==> config.mk <==
export PLATFORM = sky130hd
export DESIGN_NAME = canonical_kmer_indexer
export DESIGN_NICKNAME = d
export VERILOG_FILES = /design/src/rtl/ckmer_pkg.sv /design/src/rtl/ckmer_window.sv /design/src/rtl/canonical_kmer_indexer.sv
export SDC_FILE = /design/constraint.sdc
export NUM_CORES = 1
export LEC_CHECK = 0
export ABC_AREA = 1
export BUFFER_PORTS_ARGS = -buffer_cell sky130_fd_sc_hd__buf_2
export CORE_MARGIN = 1
export CORE_UTILIZATION = 50
export CTS_CLUSTER_SIZE = 28
export DETAILED_ROUTE_END_ITERATION = 8
export HOLD_SLACK_MARGIN = 0.1
export PLACE_DENSITY_LB_ADDON = 0.15
export REMOVE_ABC_BUFFERS = 1
export SKIP_CTS_REPAIR_TIMING = 1
export SYNTH_ARGS = -nofsm -noshare
export SYNTH_HDL_FRONTEND = slang
export SYNTH_HIERARCHICAL = 1
export SYNTH_SLANG_ARGS = --single-unit
==> constraint.sdc <==
create_clock -name clk -period 7.12 [get_ports clk]
set_clock_uncertainty 0.05 [all_clocks]
set_input_delay 1.424 -clock clk [delete_from_list [all_inputs] [get_ports clk]]
set_output_delay 1.424 -clock clk [all_outputs]
set_load 0.005 [all_outputs]
==> src/rtl/ckmer_pkg.sv <==
// Package for the canonical k-mer indexer: base decoding, register indexes,
// field widths and the status bundle passed from the window unit to the top.
// No dependencies.
package ckmer_pkg;

  // Field widths fixed by the result format.
  localparam int unsigned POS_W   = 28;
  localparam int unsigned BLK_W   = 25;
  localparam int unsigned CANON_W = 32;
  localparam int unsigned BSIZE_W = 16;
  localparam int unsigned STRIDE_W = 8;
  localparam int unsigned CFG_W   = 16;

  localparam logic [POS_W-1:0] POS_MAX = {POS_W{1'b1}};
  localparam logic [BLK_W-1:0] BLK_MAX = {BLK_W{1'b1}};

  localparam logic [BSIZE_W-1:0]  BLOCK_SIZE_RST    = 16'd500;
  localparam logic [STRIDE_W-1:0] SAMPLE_STRIDE_RST = 8'd10;

  // Configuration register indexes.
  localparam logic CFG_BLOCK_SIZE    = 1'b0;
  localparam logic CFG_SAMPLE_STRIDE = 1'b1;

  // ASCII nucleotide bytes.
  localparam logic [7:0] CHAR_A_UP = 8'd65;
  localparam logic [7:0] CHAR_A_LO = 8'd97;
  localparam logic [7:0] CHAR_T_UP = 8'd84;
  localparam logic [7:0] CHAR_T_LO = 8'd116;
  localparam logic [7:0] CHAR_C_UP = 8'd67;
  localparam logic [7:0] CHAR_C_LO = 8'd99;
  localparam logic [7:0] CHAR_G_UP = 8'd71;
  localparam logic [7:0] CHAR_G_LO = 8'd103;

  // Two-bit base codes; the complement of a code is the code XOR 1.
  localparam logic [1:0] CODE_A = 2'd0;
  localparam logic [1:0] CODE_T = 2'd1;
  localparam logic [1:0] CODE_C = 2'd2;
  localparam logic [1:0] CODE_G = 2'd3;

  typedef struct packed {
    logic       ok;
    logic [1:0] bits;
  } base_code_t;

  typedef struct packed {
    logic full;       // K bases of the current sequence have arrived
    logic clean;      // every base in the window is ACGT
  } win_status_t;

  // Invalid bytes decode to code 0 with ok cleared.
  function automatic base_code_t decode_base(input logic [7:0] c);
    base_code_t r;
    r.ok   = 1'b1;
    r.bits = CODE_A;
    case (c) inside
      CHAR_A_UP, CHAR_A_LO: r.bits = CODE_A;
      CHAR_T_UP, CHAR_T_LO: r.bits = CODE_T;
      CHAR_C_UP, CHAR_C_LO: r.bits = CODE_C;
      CHAR_G_UP, CHAR_G_LO: r.bits = CODE_G;
      default: r.ok = 1'b0;
    endcase
    return r;
  endfunction

endpackage

==> src/rtl/ckmer_window.sv <==
// Rolling forward and reverse-complement k-mer windows with base counters.
// Produces the post-step window status and canonical index combinationally.
// Depends on ckmer_pkg.
module ckmer_window #(
  parameter int unsigned KMER_LEN = 16
) (
  input  logic                           clk,
  input  logic                           rst_n,
  input  logic                           step,
  input  logic                           seq_start,
  input  ckmer_pkg::base_code_t          code,
  output ckmer_pkg::win_status_t         status,
  output logic [ckmer_pkg::CANON_W-1:0]  canon
);
  import ckmer_pkg::*;

  localparam int unsigned WIN_W = 2 * KMER_LEN;
  localparam int unsigned CNT_W = $clog2(KMER_LEN + 1);
  localparam logic [CNT_W-1:0] CNT_FULL = CNT_W'(KMER_LEN);

  logic [WIN_W-1:0] fwd_r, fwd_nxt, fwd_base;
  logic [WIN_W-1:0] rev_r, rev_nxt, rev_base;
  logic [CNT_W-1:0] cnt_r, cnt_nxt, cnt_base;
  logic [CNT_W-1:0] run_r, run_nxt, run_base;
  logic [WIN_W-1:0] min_win;

  always_comb begin
    fwd_base = seq_start ? '0 : fwd_r;
    rev_base = seq_start ? '0 : rev_r;
    cnt_base = seq_start ? '0 : cnt_r;
    run_base = seq_start ? '0 : run_r;

    // Newest base enters the low end of the forward window and, complemented,
    // the high end of the reverse window.
    fwd_nxt = (fwd_base << 2) | WIN_W'(code.bits);
    rev_nxt = (rev_base >> 2) | (WIN_W'(code.bits ^ 2'b01) << (WIN_W - 2));

    cnt_nxt = (cnt_base < CNT_FULL) ? cnt_base + 1'b1 : cnt_base;
    if (!code.ok) begin
      run_nxt = '0;
    end else if (run_base < CNT_FULL) begin
      run_nxt = run_base + 1'b1;
    end else begin
      run_nxt = run_base;
    end

    status.full  = (cnt_nxt == CNT_FULL);
    status.clean = (run_nxt == CNT_FULL);

    min_win = (fwd_nxt < rev_nxt) ? fwd_nxt : rev_nxt;
    canon   = status.clean ? CANON_W'(min_win) : '0;
  end

  always_ff @(posedge clk) begin
    if (!rst_n) begin
      fwd_r <= '0;
      rev_r <= '0;
      cnt_r <= '0;
      run_r <= '0;
    end else if (step) begin
      fwd_r <= fwd_nxt;
      rev_r <= rev_nxt;
      cnt_r <= cnt_nxt;
      run_r <= run_nxt;
    end
  end

endmodule

==> src/rtl/canonical_kmer_indexer.sv <==
// Top level of the canonical k-mer indexer: handshakes, position, block and
// sampling counters, configuration registers and the result register.
// Depends on ckmer_pkg and ckmer_window.
//
// Usage: the input channel takes one ASCII base per item together with a
// start-of-sequence flag. From the KMER_LEN-th base of a sequence on,
// every base yields one result item: the window start position, the
// canonical (smaller of forward and reverse-complement) 2-bit-coded index, the
// cumulative block number, a window-valid flag and a sample flag. Earlier
// bases of a sequence yield no item.
// A result is registered at the edge that accepts its base. Throughput is
// one item per cycle, set by the single result register; a new base is taken
// in the same cycle that the waiting result is taken.
// When the receiver stalls with a result pending, in_ready drops until that
// result is taken, so nothing is lost or repeated.
// Reset (synchronous, active low) clears the windows and all counters and
// loads a block period of 500 and a sample stride of 10. The configuration
// port writes a register with no handshake; it should only be written while
// no item is in flight.
module canonical_kmer_indexer #(
  parameter int unsigned KMER_LEN = 16
) (
  input  logic                             clk,
  input  logic                             rst_n,

  input  logic                             in_valid,
  output logic                             in_ready,
  input  logic [7:0]                       in_base_char,
  input  logic                             in_seq_start,

  output logic                             out_valid,
  input  logic                             out_ready,
  output logic [ckmer_pkg::CANON_W-1:0]    out_canonical_index,
  output logic [ckmer_pkg::POS_W-1:0]      out_window_start,
  output logic [ckmer_pkg::BLK_W-1:0]      out_block_number,
  output logic                             out_window_valid,
  output logic                             out_sample_hit,

  input  logic                             cfg_we,
  input  logic                             cfg_index,
  input  logic [ckmer_pkg::CFG_W-1:0]      cfg_wdata
);
  import ckmer_pkg::*;

  // Configuration registers.
  logic [BSIZE_W-1:0]  blk_period_r;
  logic [STRIDE_W-1:0] sample_stride_r;

  // Sequence counters.
  logic [POS_W-1:0]    pos_r, pos_nxt, pos_base;
  logic [BLK_W-1:0]    blk_r, blk_nxt;
  logic [BSIZE_W-1:0]  bph_r, bph_nxt, bph_base;
  logic [STRIDE_W-1:0] sph_r, sph_nxt, sph_base;
  logic [BSIZE_W:0]    bph_inc;
  logic [STRIDE_W:0]   sph_inc;

  // Result register.
  logic                out_valid_r;
  logic [CANON_W-1:0]  canon_r;
  logic [POS_W-1:0]    wstart_r;
  logic [BLK_W-1:0]    blkno_r;
  logic                wvalid_r;
  logic                hit_r;

  logic                accept;
  logic                emit;
  logic                hit;
  base_code_t          code;
  win_status_t         status;
  logic [CANON_W-1:0]  canon;

  // The result register is free when empty or being drained this cycle.
  assign in_ready = !out_valid_r || out_ready;
  assign accept   = in_valid && in_ready;
  assign code     = decode_base(in_base_char);

  ckmer_window #(
    .KMER_LEN (KMER_LEN)
  ) u_window (
    .clk       (clk),
    .rst_n     (rst_n),
    .step      (accept),
    .seq_start (in_seq_start),
    .code      (code),
    .status    (status),
    .canon     (canon)
  );

  assign emit = status.full;

  // A new sequence restarts position and both phases; the block number
  // carries across sequences. Counters only move on window starts.
  always_comb begin
    pos_base = in_seq_start ? '0 : pos_r;
    bph_base = in_seq_start ? '0 : bph_r;
    sph_base = in_seq_start ? '0 : sph_r;

    bph_inc = {1'b0, bph_base} + 1'b1;
    sph_inc = {1'b0, sph_base} + 1'b1;
    hit     = (sph_base == '0);

    pos_nxt = pos_base;
    blk_nxt = blk_r;
    bph_nxt = bph_base;
    sph_nxt = sph_base;
    if (emit) begin
      if (bph_base == '0 && blk_r != BLK_MAX) begin
        blk_nxt = blk_r + 1'b1;
      end
      if (pos_base != POS_MAX) begin
        pos_nxt = pos_base + 1'b1;
      end
      // A zero period behaves as one, and a phase left beyond a newly
      // written period wraps to zero here.
      bph_nxt = (bph_inc >= {1'b0, blk_period_r}) ? '0 : bph_inc[BSIZE_W-1:0];
      sph_nxt = (sph_inc >= {1'b0, sample_stride_r}) ? '0 : sph_inc[STRIDE_W-1:0];
    end
  end

  always_ff @(posedge clk) begin
    if (!rst_n) begin
      blk_period_r    <= BLOCK_SIZE_RST;
      sample_stride_r <= SAMPLE_STRIDE_RST;
    end else if (cfg_we) begin
      unique case (cfg_index)
        CFG_BLOCK_SIZE:    blk_period_r    <= cfg_wdata[BSIZE_W-1:0];
        CFG_SAMPLE_STRIDE: sample_stride_r <= cfg_wdata[STRIDE_W-1:0];
        default: ;
      endcase
    end
  end

  always_ff @(posedge clk) begin
    if (!rst_n) begin
      pos_r <= '0;
      blk_r <= '0;
      bph_r <= '0;
      sph_r <= '0;
    end else if (accept) begin
      pos_r <= pos_nxt;
      blk_r <= blk_nxt;
      bph_r <= bph_nxt;
      sph_r <= sph_nxt;
    end
  end

  always_ff @(posedge clk) begin
    if (!rst_n) begin
      out_valid_r <= 1'b0;
    end else if (accept && emit) begin
      out_valid_r <= 1'b1;
    end else if (out_ready) begin
      out_valid_r <= 1'b0;
    end
  end

  always_ff @(posedge clk) begin
    if (accept && emit) begin
      canon_r  <= canon;
      wstart_r <= pos_base;
      blkno_r  <= blk_nxt;
      wvalid_r <= status.clean;
      hit_r    <= hit;
    end
  end

  assign out_valid           = out_valid_r;
  assign out_canonical_index = canon_r;
  assign out_window_start    = wstart_r;
  assign out_block_number    = blkno_r;
  assign out_window_valid    = wvalid_r;
  assign out_sample_hit      = hit_r;

  // An invalid window always reports a zero index.
  a_invalid_zero: assert property (@(posedge clk) disable iff (!rst_n)
    (out_valid && !out_window_valid) |-> (out_canonical_index == '0))
    else $error("invalid window carries a nonzero index");

  // Within a sequence the start position never moves backward.
  a_pos_monotonic: assert property (@(posedge clk) disable iff (!rst_n)
    (accept && !in_seq_start) |=> (pos_r >= $past(pos_r)))
    else $error("start position decreased within a sequence");

  // The cumulative block number never decreases.
  a_blk_monotonic: assert property (@(posedge clk) disable iff (!rst_n)
    $past(rst_n) |-> (blk_r >= $past(blk_r)))
    else $error("block number decreased");

  // A pending result that is not taken blocks new input.
  a_stall_blocks: assert property (@(posedge clk) disable iff (!rst_n)
    (out_valid_r && !out_ready) |-> !accept)
    else $error("item accepted while result register is stalled");

endmodule

# Word level (Yosys, flattened, before mapping)
# Cells that the tools add are included.
[word_totals]
ff_bits = 261
latchBits = 0
ram_bits = 0
rom_bits = 0
inputBits = 31
memories = 0
[op_classes]
add_sub_neg = 6
multipliers = 0
div = 0
magnitude_cmp = 5
n_eq_ne = 12
shifts = 0
muxes = 29
bitwise = 4
n_reduce_logical = 14
[ops]
columns = ["cell", "count"]
rows = [
  ["28-bit 2-to-1 mux", 3],
  ["8-bit by 7-bit equality test with 1-bit output (second input constant)", 8],
  ["32-bit 2-to-1 mux", 2],
  ["25-bit 2-to-1 mux", 2],
  ["16-bit 2-to-1 mux", 3],
  ["32-bit < comparator", 1],
  ["30-bit by 32-bit OR with 32-bit output", 1],
  ["32-bit by 2-bit OR with 32-bit output", 1],
  ["30-bit 2-to-1 mux", 1],
  ["28-bit by 1-bit adder with 28-bit output (second input constant)", 1],
  ["28-bit inequality test (second input constant)", 1],
  ["25-bit by 1-bit adder with 25-bit output (second input constant)", 1],
  ["5-bit 2-to-1 mux", 5],
  ["25-bit inequality test (second input constant)", 1],
  ["8-bit 2-to-1 mux", 3],
  ["16-bit by 1-bit adder with 17-bit output (second input constant)", 1],
  ["17-bit by 16-bit greater-or-equal comparator with 1-bit output", 1],
  ["16-bit logical NOT", 1],
  ["5-bit by 1-bit adder with 5-bit output (second input constant)", 2],
  ["5-bit equality test (second input constant)", 2],
  ["5-bit < comparator (second input constant)", 2],
  ["8-bit by 1-bit adder with 9-bit output (second input constant)", 1],
  ["9-bit by 8-bit greater-or-equal comparator with 1-bit output", 1],
  ["8-bit logical NOT", 1],
  ["9 further kinds", 24],
]

# Longest topological paths before layout
[depth]
depth_word = 10
depth_mapped = 24
mapped_depth_nobuf = 23

# Cells and area by module
# The synthesis kept the hierarchy.
[by_module_without_submodules]
columns = ["mod", "instances", "cells_per_inst", "area_each_um2", "seq_area_each_um2"]
rows = [
  ["canonical_kmer_indexer", 1, 1400, 10226.1, 4654.5],
  ["ckmer_window", 1, 560, 3641.0, 1101.1],
]

# Worst setup path after synthesis
# OpenSTA, ideal clock, no wires.
[synth_timing]
path_type = "input to register"
from = "in in_seq_start"
to = "reg pos_r[18]"
setup_ns = 0.115
arrival_ns = 7.599
required_time_ns = 6.955
path_slack_ns = -0.644
path_stages = 14
cell_sequence = "buf_6 > nor2_1 > ha_1 > mux2_2 > nor3_1 > nor3b_1 > buf_2 > inv_1 > nor2_1 > nand3_1 > nor2_1 > nand3_1 > nand2_1 > nor2_1"
[synth_rtl]
columns = ["item", "line_no", "rtl"]
rows = [
  ["start, declared", "canonical_kmer_indexer.sv:29", "input logic in_seq_start,"],
  ["end signal, assigned", "canonical_kmer_indexer.sv:140", "pos_r <= pos_nxt;"],
  ["end, declared", "canonical_kmer_indexer.sv:50", "logic [POS_W-1:0] pos_r, pos_nxt, pos_base;"],
]

# Final worst setup path
[layout_timing]
from = "in in_seq_start"
to = "reg canon_r[29] (netlist: out_canonical_index[29]) (data pin)"
[layout_via]
word_cells_on_any_way = 12
[layout_rtl]
columns = ["item", "line_no", "rtl"]
rows = [
  ["30-bit 2-to-1 mux (*)", "ckmer_window.sv:28", "fwd_base = seq_start ? '0 : fwd_r;"],
  ["via u_window.fwd_base[27]", "ckmer_window.sv:21", "logic [WIN_W-1:0] fwd_r, fwd_nxt, fwd_base;"],
  ["32-bit by 2-bit OR with 32-bit output (*)", "ckmer_window.sv:35", "fwd_nxt = (fwd_base << 2) | WIN_W'(code.bits);"],
  ["32-bit < comparator", "ckmer_window.sv:50", "min_win = (fwd_nxt < rev_nxt) ? fwd_nxt : rev_nxt;"],
  ["32-bit 2-to-1 mux (*)", "ckmer_window.sv:50", ""],
  ["end signal, assigned", "canonical_kmer_indexer.sv:159", "canon_r <= canon;"],
  ["end, declared", "canonical_kmer_indexer.sv:59", "logic [CANON_W-1:0] canon_r;"],
]
# Mark *: on every way through the listed nets, which the timed path passes. The rest lies on a longest branch.
# A chain may end at the register's enable or synchronous reset.

==> metrics.cfg <==
[global_route]
grt_pass1_vias=11500
grt_antenna_before_repair=0
grt_overflow=0
track_usage_pct=23.0
grt_max_degree=101
grt_pass1_wl_um=54200

[critical_path]
crit_arrival_ns=5.03
critical_path.most_common_cell=nand2_1
cp.required_ns=7.36
slowest_delay_ns=0.82
worst-path-buf-inv=4
cpLargestDelayFamily=simple AND/OR/NAND/NOR gates
path_cells=buf_2 > inv_2 > nand2_1 > inv_1 > ha_1 > nand4_1 > inv_1 > nand4_1 > nor4_1 > nand2_1 > nand2_2 > nand2_1 > nand2_2 > nor2_2
endpoint_kind=register
slowest_stage=nand2_2
start_kind=primary input
critPathMaxFanout=64
crit_type=in -> reg

[outcome]
status=complete, no violations

[synth]
synth_ff_type=dfxtp_1
synthSimpleGateAreaFrac_pct=28.7
avgSynthCellArea_um2=7.08
synth_compound_area_share_pct=12.3
synthMuxAreaShare_pct=0.0812
syn_area_um2=13900
ys_seq_area_share_pct=41.5
synth_top_family_by_area=simple AND/OR/NAND/NOR gates
async_flop_share_pct=0
yosysWarnings=6
synth-edff-count=87
synth.ff_latch_count=244
netlist_instances=1960
synthDistinctLibCells=42
synth_xor_area_share_pct=1.58
synth_adder_area_share_pct=5.68

[power]
ir_worst_vdd_mv=0.171
power_density_nw_per_um2=209
p_leak_nw=7.13
finalPower_mw=3.26

[layout]
areaGrowthSynthToFinish_pct=12.4
multi_input_area_um2=6720
antenna-diode-count=0
final_common_cell=nand2_1
final_cell_mix=nand2_1, inv_1, nor2_1, a21oi_1, dfxtp_1
fillers=2604
nets=2132
regArea_um2=5760
drive_gt1_share_pct=11.1

[route]
antenna_left=0
wl_per_cell_um=13.5
routed_via_density=5.17
vias=12600
drt-initial-drc-count=899
drc=0
wl_um=32700
drtPass1Iterations=5

[clock_network]
clock_sinks=244
clk_path_buf_depth=3
numCtsBuffers=28
clk_latency_ns=0.54
cts.clk_slew.worst_paths_ns=0.06
clock-root-buffer=clkbuf_16
htreeDepth=1
cts_tree=yes

[die]
core.rowCount=60
die_area_um2=28400
die_h_um=169
coreArea_um2=27100
dieWidth_um=169
start_util_pct=51.2
ios=120

[placed_design]
place_congestion=0.911
portBuffers=118
pre_cts_ws_ns=1.79
place_hpwl_um=22400

[sta]
maxSlewViolCount=0
setup_viol=0
fmax_ghz=0.209
post-route-period-util_pct=67.2
finalSetupTns_ns=0
finalCriticalPeriod_ns=4.79
worst_slew_pin_slew_ns=1.12
rsz0062_at_grt=false
slew_headroom_pct=25.2
finalWorstSetupSlack_ns=2.33
hold_viol=0

[min_path]
min_path_type=reg -> reg

[flow_run]
maxCapViolCount=0

## kinds of logic after synthesis
kind of cell	count (synthesis)
buf+inv	353
flops	244
xor+xnor	25
simple gates	945
mux	1
fa+ha+maj	63
compound gates	329
## area by class of cell
| type | instances | share of cell area, % |
|---|---|---|
| Clock buffer | 38 | 5.00 |
| Clock inverter | 14 | 0.939 |
| Timing Repair Buffer | 130 | 4.45 |
| Inverter | 271 | 6.54 |
| Multi-Input combinational cell | 1363 | 43.1 |
| Tap cell | 372 | 2.99 |
| Sequential cell | 244 | 36.9 |
## worst min-delay path, delay by kind of cell, from the launching register on
kind | cells | cell delay, ns
DFF | 1 | 0.29
buffers and inverters | 1 | 0.06
AOI/OAI and AO/OA | 1 | 0.06
## sequential cells by signal, indices dropped and copies added, names as in the netlist, 5 cells and up
register             count
blk_period_r            16
blk_r                   25
bph_r                   16
out_block_number        25
out_canonical_index     32
out_window_start        28
pos_r                   28
sample_stride_r          8
sph_r                    8
u_window/cnt_r           5
u_window/fwd_r          29
u_window/rev_r          16
u_window/run_r           5
## path summary, 6_finish.rpt
kind / depth (start not counted) / end / from / slack (ns)
worst max-delay path: 14 / out_canonical_index[29] / in_seq_start / 2.33
worst min-delay path: 2 / sample_stride_r[6] / sample_stride_r[6] / 0.41
worst max register to register: 17 / bph_r[5] / bph_r[0] / 3.74
worst min register to register: 2 / sample_stride_r[6] / sample_stride_r[6] / 0.41
## cells in the mapped netlist (all sizes together), types with 21 or more instances
cell type / instances / area (um^2)
nand2: 524 / 2010
inv: 271 / 1020
nor2: 239 / 956
a21oi: 179 / 900
dfxtp: 157 / 3140
o21ai: 126 / 631
nand3: 123 / 616
edfxtp: 87 / 2610
ha: 63 / 788
clkbuf: 57 / 214
nor3: 26 / 168
buf: 25 / 175
xor2: 22 / 193
nand4: 21 / 131
## where the power goes
part	internal (mW)	switching (mW)	total, mW
combinational	0.0967	0.209	0.305
clock	0.872	0.569	1.44
sequential	1.48	0.0285	1.51
## metal layers
metal / track usage, % / vias up / wire length (um)
li1: - / 6458 / -
met1: 30.3 / 5774 / 15000
met2: 39.8 / 304 / 15500
met3: 3.09 / 43 / 1660
met4: 6.13 / 0 / 612
met5: 0 / - / 0
## stage by stage
step / hold slack [ns] / utilization [%] / cells / area (um^2)
after global placement: 0.403 / 54.1 / 2380 / 14700
final: 0.412 / 57.5 / 2432 / 15600
after global routing: 0.433 / 57.5 / 2432 / 15600
after floorplan: 0.385 / - / 1878 / 13500
after CTS: 0.415 / 57.5 / 2432 / 15600
after detailed placement: 0.402 / 54.1 / 2380 / 14700
Power figures use the tool's default switching activity.
